**src/sv/mass_flux_divergence_stencil_macros.svh**
```systemverilog
// Assertion macros for the mass flux divergence stencil.
`ifndef MASS_FLUX_DIVERGENCE_STENCIL_MACROS_SVH
`define MASS_FLUX_DIVERGENCE_STENCIL_MACROS_SVH

`ifndef SYNTHESIS
`define MFD_ASSERT_NOW(lbl, ck, rn, ante, cons) \
	lbl: assert property (@(posedge ck) disable iff (!rn) (ante) |-> (cons)) \
		else $error("mass flux stencil: same-cycle check failed");
`define MFD_ASSERT_NEXT(lbl, ck, rn, ante, cons) \
	lbl: assert property (@(posedge ck) disable iff (!rn) (ante) |=> (cons)) \
		else $error("mass flux stencil: next-cycle check failed");
`else
`define MFD_ASSERT_NOW(lbl, ck, rn, ante, cons)
`define MFD_ASSERT_NEXT(lbl, ck, rn, ante, cons)
`endif

`endif

```
**src/sv/mfd_fifo.sv**
```systemverilog
// Small register FIFO between the front and back halves.
module mfd_fifo #(
	parameter int WIDTH = 8,
	parameter int DEPTH = 4
) (
	input  logic             clk,
	input  logic             arst_n,
	input  logic             push,
	input  logic [WIDTH-1:0] push_data,
	output logic             full,
	input  logic             pop,
	output logic [WIDTH-1:0] pop_data,
	output logic             not_empty
);

	localparam int AW = $clog2(DEPTH);

	logic [WIDTH-1:0] mem_q [DEPTH];
	logic [AW-1:0]    wr_ptr_q, rd_ptr_q;
	logic [AW:0]      count_q;

	assign full      = (count_q == (AW+1)'(DEPTH));
	assign not_empty = (count_q != '0);
	assign pop_data  = mem_q[rd_ptr_q];

	always_ff @(posedge clk) begin
		if (push) begin
			mem_q[wr_ptr_q] <= push_data;
		end
	end

	always_ff @(posedge clk or negedge arst_n) begin
		if (!arst_n) begin
			wr_ptr_q <= '0;
			rd_ptr_q <= '0;
			count_q  <= '0;
		end else begin
			if (push) begin
				wr_ptr_q <= wr_ptr_q + AW'(1);
			end
			if (pop) begin
				rd_ptr_q <= rd_ptr_q + AW'(1);
			end
			case ({push, pop})
				2'b10:   count_q <= count_q + (AW+1)'(1);
				2'b01:   count_q <= count_q - (AW+1)'(1);
				default: count_q <= count_q;
			endcase
		end
	end

endmodule

```
**config.mk**
```make
export PLATFORM = sky130hd
export DESIGN_NAME = mfd_fifo
export DESIGN_NICKNAME = d
export VERILOG_FILES = /design/src/sv/mass_flux_divergence_stencil_macros.svh /design/src/sv/mfd_fifo.sv
export SDC_FILE = /design/constraint.sdc
export NUM_CORES = 1
export LEC_CHECK = 0
export BUFFER_PORTS_ARGS = -buffer_cell sky130_fd_sc_hd__buf_2
export CAP_MARGIN = 20
export CELL_PAD_IN_SITES_DETAIL_PLACEMENT = 0
export CELL_PAD_IN_SITES_GLOBAL_PLACEMENT = 2
export CORE_ASPECT_RATIO = 1.1
export CORE_MARGIN = 8
export CORE_UTILIZATION = 42
export DETAILED_ROUTE_END_ITERATION = 6
export PLACE_DENSITY_LB_ADDON = 0.2
export SYNTH_ARGS = -nofsm -noshare
export SYNTH_HDL_FRONTEND = slang
export SYNTH_SLANG_ARGS = --single-unit
```
**constraint.sdc**
```tcl
create_clock -name clk -period 1.58 [get_ports clk]
set_input_delay 0.316 -clock clk [delete_from_list [all_inputs] [get_ports clk]]
set_output_delay 0.316 -clock clk [all_outputs]
set_load 0.03 [all_outputs]
```
Yosys cells after proc, flatten, opt, wreduce, memory -nomap -nowiden
Memories as Yosys holds them, arrays and structs flattened.
Cells that the tools add are included.
{ "classes": {"n_mux": 3, "eq_ne": 3, "n_reduce_logical": 2, "add_sub_neg": 4} }
{ "op_table": {"columns": ["cell", "count"], "rows": [
  ["3-bit one-hot mux with 2 select lines", 1],
  ["2-bit by 1-bit adder with 2-bit output (second input constant)", 2],
  ["3-bit by 1-bit adder with 3-bit output (second input constant)", 1],
  ["3-bit == test (second input constant)", 1],
  ["3-bit nonzero test", 1],
  ["3-bit by 1-bit subtractor with 3-bit output (second input constant)", 1],
  ["2-bit by 1-bit == test with 1-bit output (second input constant)", 1],
  ["2-bit == test (second input constant)", 1],
  ["1-bit 2-to-1 mux", 2],
  ["2-bit nonzero test", 1]
]} }
{ "word_totals": {"output_inout_bits": 10, "elab_cells": 16, "memories": 1, "reg_bits": 7, "ramBits": 32} }
{ "mem_list": {"columns": ["name", "depth", "width", "read_ports", "rd_ports_with_merged_regs", "write_ports", "line", "rtl"], "rows": [
  ["mem_q", 4, 8, 1, 0, 1, "mfd_fifo.sv:18", "logic [WIDTH-1:0] mem_q [DEPTH];"]
]} }

Depth between registers and ports, before layout
{ "depth": {"ltp_word": 2, "depth_mapped": 6, "depth_no_buf": 6} }

Worst setup path after synthesis
OpenSTA, ideal clock, no wires.
{ "synth_path": {"path_type": "register to output", "from": "register count_q[0]", "to": "output port full", "slack_ps": 91, "arrival_ps": 1173, "path_stages_with_launch": 2, "path_buffers": 0, "path_cell_list": "dfrtp_1 nor3b_1"} }
{ "synth_between": {"elab_chain_cells": 1} }
{ "synth_lines": {"columns": ["element", "line", "rtl"], "rows": [
  ["from (decl)", "mfd_fifo.sv:20", "logic [AW:0] count_q;"],
  ["from (signal assigned)", "mfd_fifo.sv:45", "2'b10: count_q <= count_q + (AW+1)'(1);"],
  ["from (signal assigned)", "mfd_fifo.sv:46", "2'b01: count_q <= count_q - (AW+1)'(1);"],
  ["from (signal assigned)", "mfd_fifo.sv:47", "default: count_q <= count_q;"],
  ["3-bit == test", "mfd_fifo.sv:22", "assign full = (count_q == (AW+1)'(DEPTH));"],
  ["to (decl)", "mfd_fifo.sv:10", "output logic full,"]
]} }
No other way between the ends.

Worst setup path in the final report
{ "layout_path": {"from": "register rd_ptr_q[0]", "to": "output port pop_data[5]"} }
{ "layout_between": {"elab_chain_cells": 1} }
{ "layout_lines": {"columns": ["element", "line", "rtl"], "rows": [
  ["from (decl)", "mfd_fifo.sv:19", "logic [AW-1:0] wr_ptr_q, rd_ptr_q;"],
  ["from (signal assigned)", "mfd_fifo.sv:42", "rd_ptr_q <= rd_ptr_q + AW'(1);"],
  ["memory read 4 x 8 bit", null, null],
  ["to (decl)", "mfd_fifo.sv:12", "output logic [WIDTH-1:0] pop_data,"]
]} }
No other way between the ends.

==> results by group <==
Clock tree
  – TritonCTS clock tree: built
  – Clock latency on the worst-skew pair: between 200 and 300 ps
  – Cts bufs inserted: 5
  – Clock-pin slew on the worst setup and hold paths: approximately 70 ps
  – CTS Sinks: 39
  – Root Buffer: clkbuf_8
  – H-tree depth: 2
  – Clock Tree Buf Depth: 2

Yosys
  – Post-Syn Area: roughly 1500 um^2
  – Sequential element share of the synthesized area: 73.5%
  – Syn_nets: 93
  – Synth cell types: 17
  – EDFF count, synth: 32
  – Yosys Warn Count: 0
  – Synth area leader: edfxtp_1
  – Most area-consuming cells after synthesis: edfxtp_1 (62%), mux4_2 (12%), dfrtp_1 (11%), ha_1 (4.0%), xnor2_1 (1.7%)
  – Synth top area share: between 60 and 70%
  – Mapped Cells: 75
  – Most common cell in the netlist: edfxtp_1
  – Post-synthesis async set-or-reset flop share: ~18%
  – Synth Flop Type: edfxtp_1
  – Syn_area_per_cell: approximately 20 um^2
  – Commonest cells in the netlist: edfxtp_1 (32), mux4_2 (8), dfrtp_1 (7)
  – #FFs+latches synth: 39

Min path
  – Hold crit path type: in2reg
  – Hold EP: rd_ptr_q[0]
  – Hold Crit Depth: 2
  – Hold Crit Start: pop

Setup path
  – Crit path DAT: 1510 ps
  – R2R cell count: 5
  – Reg-to-Reg End: count_q[2]
  – R2R Path Start: count_q[0]
  – CP Max Fanout: 7
  – Setup slack on the worst flop-to-flop path: around 150 ps
  – CP endpoint kind: output port
  – Critical path class: reg2out
  – Crit path launch type: flip-flop
  – Critical Path RT: approximately 1300 ps

Timing
  – Fin. Hold Viols: 0
  – TNS Setup: -1800 ps
  – FMAX: 549 MHz
  – Worst Skew: around 3.6 ps
  – Worst Tran Pin Value: 439 ps
  – Period minus WS final: between 1500 and 2000 ps
  – Tcrit/Tclk final: 115%
  – Final setup violation count: 8
  – Unrepaired setup endpoints after global routing: true
  – Final count of pins violating max slew: 0
  – Max-slew headroom: a little over two thirds
  – Worst Slack Setup Final: -241 ps

Power
  – Clock power share: ~17%
  – Peak VDD IR: between 0.0007 and 0.0008 V
  – Combinational power share: between 40% and 50%
  – Total power: ~3.7 mW
  – NetSw: around 1.2 mW
  – Switching part of the total power: roughly 33%
  – Pint: roughly 2.5 mW
  – Sequential share of power: 41.9%
  – Leakage: around 0.73 nW
  – PD cells: between 1500 and 2000 nW/um^2

Die
  – Die span in x: roughly 74 um
  – Initial Util: 43.0%
  – # rows: 23
  – Die area: just under 6000 um^2
  – Total core area: between 3000 and 4000 um^2
  – I/O pin cnt: 22
  – DIE HEIGHT: about 80 um

Flow run
  – Max_cap viols: 0

Cells and area
  – Finished Layout Cells: 162
  – Number of diodes: 0
  – Fraction of layout cells with a size suffix above 1: between 40 and 50%
  – Nets: ~130
  – Layout area overhead: 24.5%

Detailed routing
  – Drt pass-1 iters: 4
  – Post-DR wirelength/cell: ~15 um
  – Vias: 741
  – Routed WL: approximately 2500 um
  – Via density: 4.57
  – DR iter-0 viols: 26
  – DRC Markers: 0
  – DRT antenna net count: 0

Global route
  – GR Overflow Total: 0
  – Initial antenna violation count: 0
  – Vias in the first global route: 810
  – Largest net degree at the start of global routing: 12
  – GRT Overall Usage: under 10%
  – First-pass GRT wire length: between 4000 and 5000 um

Placed design
  – GPL Wtd Cong: about 0.65
  – Dpl cells: ~150
  – Port buffer count: 21
  – Detailed placement HPWL: 1790 um

Outcome
  – Status: complete, but fails checks
  – Failing checks: setup timing
## area by class of cell
class                           instances  area (um^2)
Fill cell                             295         1670
Tap cell                               50         62.6
Sequential cell                        39         1140
Clock inverter                          1         5.00
Inverter                                3         11.3
Clock buffer                            7         76.3
Timing Repair Buffer                   31          251
Multi-Input combinational cell         31          382
## what timing repair did
item / CTS / global route
resized for setup: 16 / 3
buffers inserted: 2 / 0
endpoints found under the hold margin: 7 / 0
hold buffers: 1 / 0
setup endpoints to repair: 9 / 9
## registers in the layout, indices dropped and copies added, names as in the netlist
signal	cells
mem_q	32
count_q	3
rd_ptr_q	2
wr_ptr_q	2
## through the flow
| step | hold slack [ps] | utilization (%) | setup WS, ps | instance area (um^2) |
|---|---|---|---|---|
| CTS | 238 | 53.3 | -258 | 1920 |
| detailed placement | 156 | 49.0 | 30.3 | 1760 |
| finish | 246 | 53.5 | -241 | 1920 |
| global route | 239 | 53.5 | -303 | 1920 |
| global placement | 157 | 49.0 | 46.8 | 1760 |
| floorplan | 20.4 | - | 91.3 | 1550 |
## critical path: stages, from the launching register on
cell and delay [ps]:
dfrtp_1 400, buf_12 150, mux4_2 510, buf_6 160
## routing by layer
layer	routed length [um]	up-vias	global-route usage, %
met4	41	0	5.40
li1	-	356	-
met1	962	366	10.3
met3	145	5	4.02
met5	0	-	0
met2	1300	14	15.3
## worst max-delay path by stage
stage / cells after the start / end / startpoint / slack, ps
2_1_floorplan: 1 / full / count_q[0] / 90
3_3_place_gp: 3 / pop_data[2] / rd_ptr_q[0] / 50
3_5_place_dp: 3 / pop_data[5] / rd_ptr_q[0] / 30
4_1_cts: 3 / pop_data[5] / rd_ptr_q[0] / -260
5_1_grt: 3 / pop_data[5] / rd_ptr_q[0] / -300
6_report: 3 / pop_data[5] / rd_ptr_q[0] / -240
## cells in the final DEF (no fill, tap or decap), drive strengths merged
cell type / netlist / routed
or3: 1 / 1
inv: 3 / 3
xor2: 3 / 3
nand2: 2 / 2
clkbuf: 0 / 7
dlygate4sd3: 0 / 1
mux2: 1 / 1
o21ai: 1 / 1
xnor2: 3 / 3
dfrtp: 7 / 7
fa: 1 / 1
and2: 4 / 4
ha: 5 / 5
mux4: 8 / 8
clkinv: 0 / 1
nor2: 1 / 1
edfxtp: 32 / 32
buf: 2 / 30
nor3b: 1 / 1
## power groups by stage
| stage | registers (mW) | logic, mW | clock network (mW) |
|---|---|---|---|
| 2_1_floorplan | 1.48 | 0.956 | 0 |
| 3_3_place_gp | 1.56 | 1.27 | 0 |
| 3_5_place_dp | 1.57 | 1.29 | 0 |
| 4_1_cts | 1.54 | 1.53 | 0.636 |
| 5_1_grt | 1.56 | 1.63 | 0.685 |
| 6_report | 1.53 | 1.51 | 0.613 |
## logic make-up (layout without fill, tap and decap cells)
kind of cell | count (synthesis) | after routing | synth area share [%]
multiplexers | 9 | 9 | 12.4
AND/OR/NAND/NOR | 9 | 9 | 3.24
adder cells (fa/ha/maj) | 6 | 6 | 5.34
flip-flops | 39 | 39 | 73.5
XOR/XNOR | 6 | 6 | 3.40
AO/OA/AOI/OAI | 1 | 1 | 0.324
buffers and inverters | 5 | 42 | 1.78
Note: power is estimated with default switching activity, not from simulation.
