===== src/sv/mass_flux_divergence_stencil_macros.svh =====
// Assertion macros for the mass flux divergence stencil.
`ifndef MASS_FLUX_DIVERGENCE_STENCIL_MACROS_SVH
`define MASS_FLUX_DIVERGENCE_STENCIL_MACROS_SVH

`ifndef SYNTHESIS
`define MFD_ASSERT_NOW(lbl, ck, rn, ante, cons) \
	lbl: assert property (@(posedge ck) disable iff (!rn) (ante) |-> (cons)) \
		else $error("mass flux stencil: same-cycle check failed");
`define MFD_ASSERT_NEXT(lbl, ck, rn, ante, cons) \
	lbl: assert property (@(posedge ck) disable iff (!rn) (ante) |=> (cons)) \
		else $error("mass flux stencil: next-cycle check failed");
`else
`define MFD_ASSERT_NOW(lbl, ck, rn, ante, cons)
`define MFD_ASSERT_NEXT(lbl, ck, rn, ante, cons)
`endif

`endif


===== src/sv/mfd_pkg.sv =====
// Shared types and constants of the mass flux divergence stencil.
package mfd_pkg;

	localparam int DIM_W        = 7;
	localparam logic [DIM_W-1:0] DIM_RESET = 7'd64;
	localparam logic [DIM_W-1:0] DIM_MIN   = 7'd3;
	localparam int MAX_ROWS_DEF = 64;
	localparam int MAX_COLS_DEF = 64;

	localparam int CFG_IDX_W  = 1;
	localparam int CFG_DATA_W = DIM_W;
	localparam logic [CFG_IDX_W-1:0] REG_GRID_ROWS = 1'b0;
	localparam logic [CFG_IDX_W-1:0] REG_GRID_COLS = 1'b1;

	localparam int SAMPLE_W = 16;
	localparam int DIV_W    = 40;

	// results released per accepted word
	localparam int GRP_W = 3;
	localparam logic [GRP_W-1:0] RES_PER_STEP = 3'd4;
	localparam int PEND_W = 4;

	localparam int WORK_Q_DEPTH = 4;
	localparam int GRP_Q_DEPTH  = 16;

	typedef struct packed {
		logic [SAMPLE_W-1:0] u;
		logic [SAMPLE_W-1:0] v;
		logic [SAMPLE_W-1:0] rho;
	} sample_t;

	typedef struct packed {
		logic        [15:0] rho_c;
		logic signed [15:0] u_c;
		logic signed [15:0] v_c;
		logic signed [17:0] dsum;
		logic signed [16:0] drx;
		logic signed [16:0] dry;
	} ops_t;

	typedef struct packed {
		logic top;
		logic bottom;
		logic left;
		logic right;
		logic last;
	} border_t;

endpackage


===== src/sv/mfd_back.sv =====
// Back half: products, halving, border fan-out and per-word result tagging.
module mfd_back #(
	parameter int MAX_ROWS = mfd_pkg::MAX_ROWS_DEF,
	parameter int MAX_COLS = mfd_pkg::MAX_COLS_DEF,
	localparam int RW = $clog2(MAX_ROWS),
	localparam int CW = $clog2(MAX_COLS)
) (
	input  logic                             clk,
	input  logic                             arst_n,
	input  logic                             work_valid,
	output logic                             work_pop,
	input  mfd_pkg::ops_t                    work_ops,
	input  mfd_pkg::border_t                 work_flags,
	input  logic [RW-1:0]                    work_row,
	input  logic [CW-1:0]                    work_col,
	input  logic                             grp_valid,
	output logic                             grp_pop,
	input  logic [mfd_pkg::GRP_W-1:0]        grp_size,
	output logic                             out_valid,
	input  logic                             out_stall,
	output logic [RW-1:0]                    out_row,
	output logic [CW-1:0]                    out_col,
	output logic signed [mfd_pkg::DIV_W-1:0] div_value,
	output logic                             run_last,
	output logic                             grid_done
);

	logic signed [34:0] prod_a, prod_a_s1;
	logic signed [32:0] prod_u, prod_v, prod_u_s1, prod_v_s1;
	logic signed [35:0] sum;
	logic [RW-1:0]      row_s1, row_s2, row_lo;
	logic [CW-1:0]      col_s1, col_s2, col_lo;
	mfd_pkg::border_t   flags_s1, flags_s2;
	logic signed [mfd_pkg::DIV_W-1:0] val_s2;
	logic               s1_valid_q, s2_valid_q, out_valid_q;
	logic               s1_load, s2_load, s2_done, emit, out_free, copy_last, step_end;
	logic [1:0]         ra_q, ca_q, ra_max, ca_max, grp_cnt_q;

	// stage 1: three products
	assign prod_a = $signed({1'b0, work_ops.rho_c}) * work_ops.dsum;
	assign prod_u = work_ops.u_c * work_ops.drx;
	assign prod_v = work_ops.v_c * work_ops.dry;

	// stage 2: sum, halve toward minus infinity
	assign sum = 36'(prod_a_s1) + 36'(prod_u_s1) + 36'(prod_v_s1);

	// fan-out over the border copies in raster order
	assign ra_max    = {1'b0, flags_s2.top} + {1'b0, flags_s2.bottom};
	assign ca_max    = {1'b0, flags_s2.left} + {1'b0, flags_s2.right};
	assign copy_last = (ra_q == ra_max) && (ca_q == ca_max);
	assign row_lo    = flags_s2.top ? '0 : row_s2;
	assign col_lo    = flags_s2.left ? '0 : col_s2;

	assign out_free = !out_valid_q || !out_stall;
	assign emit     = s2_valid_q && grp_valid && out_free;
	assign s2_done  = emit && copy_last;
	assign s2_load  = s1_valid_q && (!s2_valid_q || s2_done);
	assign s1_load  = work_valid && (!s1_valid_q || s2_load);
	assign work_pop = s1_load;

	// each word releases grp_size results; the last one carries run_last
	assign step_end = ({1'b0, grp_cnt_q} + 3'd1) == grp_size;
	assign grp_pop  = emit && step_end;

	always_ff @(posedge clk) begin
		if (s1_load) begin
			prod_a_s1 <= prod_a;
			prod_u_s1 <= prod_u;
			prod_v_s1 <= prod_v;
			row_s1    <= work_row;
			col_s1    <= work_col;
			flags_s1  <= work_flags;
		end
		if (s2_load) begin
			val_s2   <= mfd_pkg::DIV_W'(sum >>> 1);
			row_s2   <= row_s1;
			col_s2   <= col_s1;
			flags_s2 <= flags_s1;
		end
		if (emit) begin
			out_row   <= row_lo + RW'(ra_q);
			out_col   <= col_lo + CW'(ca_q);
			div_value <= val_s2;
			run_last  <= step_end;
			grid_done <= flags_s2.last && copy_last;
		end
	end

	always_ff @(posedge clk or negedge arst_n) begin
		if (!arst_n) begin
			s1_valid_q  <= 1'b0;
			s2_valid_q  <= 1'b0;
			out_valid_q <= 1'b0;
			ra_q        <= '0;
			ca_q        <= '0;
			grp_cnt_q   <= '0;
		end else begin
			if (s1_load) begin
				s1_valid_q <= 1'b1;
			end else if (s2_load) begin
				s1_valid_q <= 1'b0;
			end
			if (s2_load) begin
				s2_valid_q <= 1'b1;
			end else if (s2_done) begin
				s2_valid_q <= 1'b0;
			end
			if (emit) begin
				out_valid_q <= 1'b1;
			end else if (!out_stall) begin
				out_valid_q <= 1'b0;
			end
			if (emit) begin
				if (copy_last) begin
					ra_q <= '0;
					ca_q <= '0;
				end else if (ca_q == ca_max) begin
					ca_q <= '0;
					ra_q <= ra_q + 2'd1;
				end else begin
					ca_q <= ca_q + 2'd1;
				end
				grp_cnt_q <= step_end ? 2'd0 : grp_cnt_q + 2'd1;
			end
		end
	end

	assign out_valid = out_valid_q;

endmodule


===== config.mk =====
export PLATFORM = sky130hd
export DESIGN_NAME = mfd_back
export DESIGN_NICKNAME = d
export VERILOG_FILES = /design/src/sv/mass_flux_divergence_stencil_macros.svh /design/src/sv/mfd_pkg.sv /design/src/sv/mfd_back.sv
export SDC_FILE = /design/constraint.sdc
export NUM_CORES = 2
export LEC_CHECK = 0
export BUFFER_PORTS_ARGS = -buffer_cell sky130_fd_sc_hd__buf_2
export CORE_ASPECT_RATIO = 0.5
export CORE_UTILIZATION = 45
export DETAILED_ROUTE_END_ITERATION = 8
export PLACE_DENSITY_LB_ADDON = 0.08
export SLEW_MARGIN = 10
export SYNTH_ARGS = -nofsm -noshare
export SYNTH_HDL_FRONTEND = slang
export SYNTH_SLANG_ARGS = --single-unit

===== constraint.sdc =====
create_clock -name clk -period 6.8 [get_ports clk]
set_clock_uncertainty 0.2 [all_clocks]
set_input_delay 0.34 -clock clk [delete_from_list [all_inputs] [get_ports clk]]
set_output_delay 0.34 -clock clk [all_outputs]
set_load 0.05 [all_outputs]

# --- Word level (Yosys, flattened, before mapping) ---
# Cells that the tools add are included.
totals:
  register_bits: 228
  in_bits: 125
classes:
  add_sub_neg: 10
  multipliers: 3
  n_eq_ne: 4
  muxes: 13
  reduce_logical: 19
ops:
  columns: ["operator", "n"]
  rows:
  - ["multiplier 16 x 17 -> 33 bit", 2]
  - ["adder 35 x 33 -> 36 bit", 1]
  - ["adder 36 x 33 -> 36 bit", 1]
  - ["multiplier 17 x 18 -> 35 bit", 1]
  - ["adder 6 x 2 -> 6 bit", 2]
  - ["two-way mux 6 bit", 2]
  - ["two-way mux 2 bit", 5]
  - ["logical AND 1 bit", 8]
  - ["adder 2 x 1 -> 2 bit, second input constant", 3]
  - ["two-way mux 1 bit", 6]
  - ["nonzero test 2 bit", 3]
  - ["adder 1 x 1 -> 2 bit", 2]
  - ["== test 2 bit", 2]
  - ["logical NOT 1 bit", 4]
  - ["adder 2 x 1 -> 3 bit, second input constant", 1]
  - ["== test 3 bit", 1]
  - ["logical OR 1 bit", 3]
  - ["inequality test 2 x 1 -> 1 bit, second input constant", 1]
  - ["AND reduction 2 bit", 1]

# --- Logic depth before layout (Yosys ltp) ---
logic_depth:
  word_depth: 9
  mapped_depth: 24
  mapped_depth_nobuf: 23

# --- Least setup slack after synthesis ---
# Ideal clock, no wire load.
synth_path:
  path_kind: "reg2reg"
  startpoint: "register out_valid_q (netlist: out_valid)"
  endpoint: "register col_s1[0] (enable)"
  setup_time_ns: 0.507
  t_arrival_ns: 5.748
  t_required_ns: 6.093
  path_slack_ns: 0.345
  path_stages_with_launch: 9
  synth_period_minus_slack_ns: 6.455
  path_cell_list: "dfrtp_1 -> nand2_1 -> nand3_1 -> inv_1 -> nand2_1 -> o31ai_1 -> inv_1 -> nand2_1 -> and2_1"
synth_between:
  elab_chain_cells: 8
synth_lines:
  columns: ["item", "line_no", "rtl"]
  rows:
  - ["start: declaration", "mfd_back.sv:35", "logic s1_valid_q, s2_valid_q, out_valid_q;"]
  - ["start signal: assignment", "mfd_back.sv:93", "out_valid_q <= 1'b0;"]
  - ["start signal: assignment", "mfd_back.sv:109", "out_valid_q <= 1'b1;"]
  - ["start signal: assignment", "mfd_back.sv:111", "out_valid_q <= 1'b0;"]
  - ["logical NOT 1 bit", "mfd_back.sv:54", "assign out_free = !out_valid_q || !out_stall;"]
  - ["logical OR 1 bit", "mfd_back.sv:54", null]
  - ["logical AND 1 bit", "mfd_back.sv:55", "assign emit = s2_valid_q && grp_valid && out_free;"]
  - ["via emit", "mfd_back.sv:36", "logic s1_load, s2_load, s2_done, emit, out_free, copy_last, step_end;"]
  - ["logical AND 1 bit", "mfd_back.sv:56", "assign s2_done = emit && copy_last;"]
  - ["logical OR 1 bit", "mfd_back.sv:57", "assign s2_load = s1_valid_q && (!s2_valid_q || s2_done);"]
  - ["logical AND 1 bit", "mfd_back.sv:57", null]
  - ["logical OR 1 bit", "mfd_back.sv:58", "assign s1_load = work_valid && (!s1_valid_q || s2_load);"]
  - ["logical AND 1 bit", "mfd_back.sv:58", null]
  - ["via work_pop", "mfd_back.sv:11", "output logic work_pop,"]
  - ["end signal: assignment", "mfd_back.sv:71", "col_s1 <= work_col;"]
  - ["end: declaration", "mfd_back.sv:32", "logic [CW-1:0] col_s1, col_s2, col_lo;"]
# The timed path passes the listed nets, and every way through them passes these cells.
# A chain may end at the register's enable or synchronous reset.

# --- Worst setup path in the final report ---
layout_path:
  startpoint: "input port work_ops[26] in the netlist's numbering"
  endpoint: "register prod_u_s1[31] (data pin)"
layout_between:
  elab_chain_cells: 1
layout_lines:
  columns: ["item", "line_no", "rtl"]
  rows:
  - ["start: declaration", "mfd_back.sv:12", "input mfd_pkg::ops_t work_ops,"]
  - ["multiplier 16 x 17 -> 33 bit", "mfd_back.sv:41", "assign prod_u = work_ops.u_c * work_ops.drx;"]
  - ["via prod_u[31]", "mfd_back.sv:29", "logic signed [32:0] prod_u, prod_v, prod_u_s1, prod_v_s1;"]
  - ["end signal: assignment", "mfd_back.sv:68", "prod_u_s1 <= prod_u;"]
  - ["end: declaration", "mfd_back.sv:29", null]
# The timed path passes the listed nets, and every way through them passes these cells.

==> run summary <==
Final Max Slew Viols: 0
Max frequency: 160 MHz
DR DRC count: 0
Final period util: 91.9%
Resized cells post-CTS: 0
Worst endpoint required time: 7.04 ns
Share of cells above drive strength 1: 7.39%
R2r endpoint: val_s2[34]
Num CTS Buffers: 26
Clock-pin slew on the worst setup and hold paths: 0.06 ns
Largest net degree at the start of global routing: 119
Final Util: 49.5%
Tmin final: 6.25 ns
DRT Pass-1 Iters: 7
Main area contributors after synthesis: fa_1, edfxtp_1, inv_1
Yosys top cell area share: 42.7%
Unique masters post-synth: 76
Total Routing Usage GR: 21.8%
Xor/xnor share of the synthesized area: 3.09%
Initial Util: 45.5%
Post-CTS setup repair buffer count: 0
Avg Inst Size Synth: 10.1 um2
I/O Buffers: 181
Height of the die: 216 um
Maxcap violations: 0
Final wirelength: 97.3 mm
Critical path arrival: 6.49 ns
Top cell type by total area after synthesis: fa_1
Reg-to-Reg Start: prod_v_s1[1]
Die width: 431 um
Most frequent cells in the layout: inv_1, fa_1, nand2_1, and2_1, ha_1
Largest family of logic cells by synthesized area: adder cells
Drt via density: 4.91
Initial antenna violation count: 0
Multiplexer area fraction after synthesis: 0.0514%
Vias post-DR: 27,200
Flop-to-flop setup slack: 2.43 ns
Die area: 93,200 um2
# setup viols final: 0
Ys async rst share: 3.95%
Layout Area Growth over Synthesis: 8.63%
Number of synthesized flops with an enable pin: 219
Seq/Total Area, Yosys: 16.4%
HP Start: grp_size[1]
First-pass GRT wire length: 159 mm
Layout net count: 5,587
CTS max path bufs: 3
Crit Path Class: input pin to register
R2r worst-path depth: 13
CTS tree: yes
Netlist Area Pre-Place: 41,400 um2
Hold Path Depth: 3
Post-synthesis adder-cell area fraction: 51.7%
Worst-Skew Late Latency: 0.57 ns
Syn nets: 5,412
RSZ-0062 raised after global routing: false
H-tree Lvls: 1
Dpl hpwl: 83.1 mm
Main flop type after synthesis: edfxtp_1
Hold EP: run_last
FP Rows: 78
Compound-cell area share of the yosys netlist: 5.22%
Post-DRT Antenna Nets: 0
Endpoint type of the worst setup path: register
Initial DRC Count: 1,517
Slew headroom: 43.6%
Grt ovf: 0
Synth Register Bits: 228
CP Launch Type: input pin
Commonest non-fill, non-tap cell in the layout: inv_1
Hold WC Path Type: input pin to register
Gp weighted congestion: 0.870
Total core area: 90,900 um2
Setup ws final: 0.549 ns
Outcome: complete, no violations
Wirelength per Cell: 17.6 um
Clk root buf: clkbuf_16
Vias in the first global route: 29,100
Gate Count Post-Synth: 4,106
CTS sink cnt: 228
Worst-Margin Slew: 0.847 ns
Synth warn: 0
Critical-path maximum fanout: 9
Dpl ws: -0.0376 ns
I/O pins: 182
Diode count: 0
Post-Synth Simple-Gate Area: 13.2%
Final Hold Fails: 0
flip-flops by register name (all words and copies together) (netlist names):
register / cells
grid_done: 1
flags_s1: 5
prod_a_s1: 35
run_last: 1
prod_v_s1: 33
out_valid: 1
flags_s2: 5
col_s2: 6
s2_valid_q: 1
col_s1: 6
val_s2: 35
out_row: 6
div_value: 35
row_s2: 6
ra_q: 2
ca_q: 2
s1_valid_q: 1
out_col: 6
grp_cnt_q: 2
prod_u_s1: 33
row_s1: 6
metal layers:
metal	vias to the layer above	GRT usage [%]	share of wire [%]
li1	12700	-	-
met1	14000	32.8	49
met2	525	34.4	45
met3	68	2.76	4.6
met4	0	3.08	1.2
met5	-	0	0
cell families (layout without fill, tap and decap cells):
| kind of cell | Yosys count | in the layout |
|---|---|---|
| adders and majority gates | 1181 | 1181 |
| buffers and inverters | 1122 | 1317 |
| muxes | 2 | 2 |
| and+or+nand+nor | 1107 | 1107 |
| AOI/OAI and AO/OA | 320 | 320 |
| xor gates and xnor gates | 146 | 146 |
| DFF | 228 | 228 |
worst max-delay path by stage:
stage / start / to / slack (ns) / depth (start not counted)
finish: work_ops[26] / prod_u_s1[31] / 0.55 / 22
global placement: work_ops[27] / prod_u_s1[31] / -0.11 / 23
floorplan: out_valid / col_s1[0] / 0.35 / 8
global route: work_ops[69] / prod_u_s1[30] / 0.27 / 23
detailed placement: work_ops[27] / prod_u_s1[31] / -0.04 / 23
CTS: work_ops[27] / prod_u_s1[31] / 0.56 / 23
layout make-up:
class | count | area (um2)
fillers | 8574 | 45900
multi-input cells | 2756 | 30300
flip-flops and latches | 228 | 6800
inverters | 1001 | 3760
repair buffers | 268 | 1630
well taps | 1240 | 1550
clock buffers | 31 | 691
clock inverters | 17 | 181
synth_stat cells, drive strengths merged, types with 3 or more instances:
cell        n
o21ai      63
fa        882
or3         8
nor4        3
nor2       99
edfxtp    219
a211oi     12
nand3      22
o2111ai     3
a31oi      12
o31ai       7
or2         4
a21oi      96
nor2b      18
o21a       13
xnor2     105
o211ai      8
a211o       5
dfrtp       9
and2      393
ha        299
xor2       41
nor3       22
a221oi      4
o21bai     14
and3        8
clkbuf    113
nand2     476
a21o       54
o211a       3
buf         8
a2111oi     4
inv      1001
nand4       8
nand2b     35
critical path, cell delays in order:
cell and delay (ns):
buf_2 0.22, buf_4 0.23, nand2_1 0.10, fa_1 0.56, inv_1 0.06, fa_1 0.51
fa_1 0.57, fa_1 0.43, fa_1 0.49, inv_1 0.05, fa_1 0.48, inv_1 0.04
ha_1 0.33, a21oi_1 0.19, o21ai_0 0.11, a21oi_1 0.22, nand3b_1 0.16, nand4b_1 0.18
and2_1 0.25, a211o_1 0.30, o311ai_0 0.48, buf_4 0.19
timing repair:
| item | 4_1_cts | 5_1_grt |
|---|---|---|
| setup endpoints to repair | 0 | 0 |
| hold buffers | 23 | 0 |
| endpoints found under the hold margin | 29 | 0 |
stage by stage:
stage / hold slack (ns) / instances / setup TNS (ns) / area (um2)
6_report: 0.0615 / 5541 / 0 / 44900
5_1_grt: 0.0636 / 5541 / 0 / 44900
4_1_cts: 0.0265 / 5541 / 0 / 44900
3_5_place_dp: 0.0134 / 5470 / -0.0416 / 43800
3_3_place_gp: 0.00892 / 5470 / -0.110 / 43800
2_1_floorplan: -0.156 / 4106 / 0 / 41400
Power is left out: the tool's default activity adds up to more than one toggle a clock period on the data nets, which glitch-free logic cannot reach.
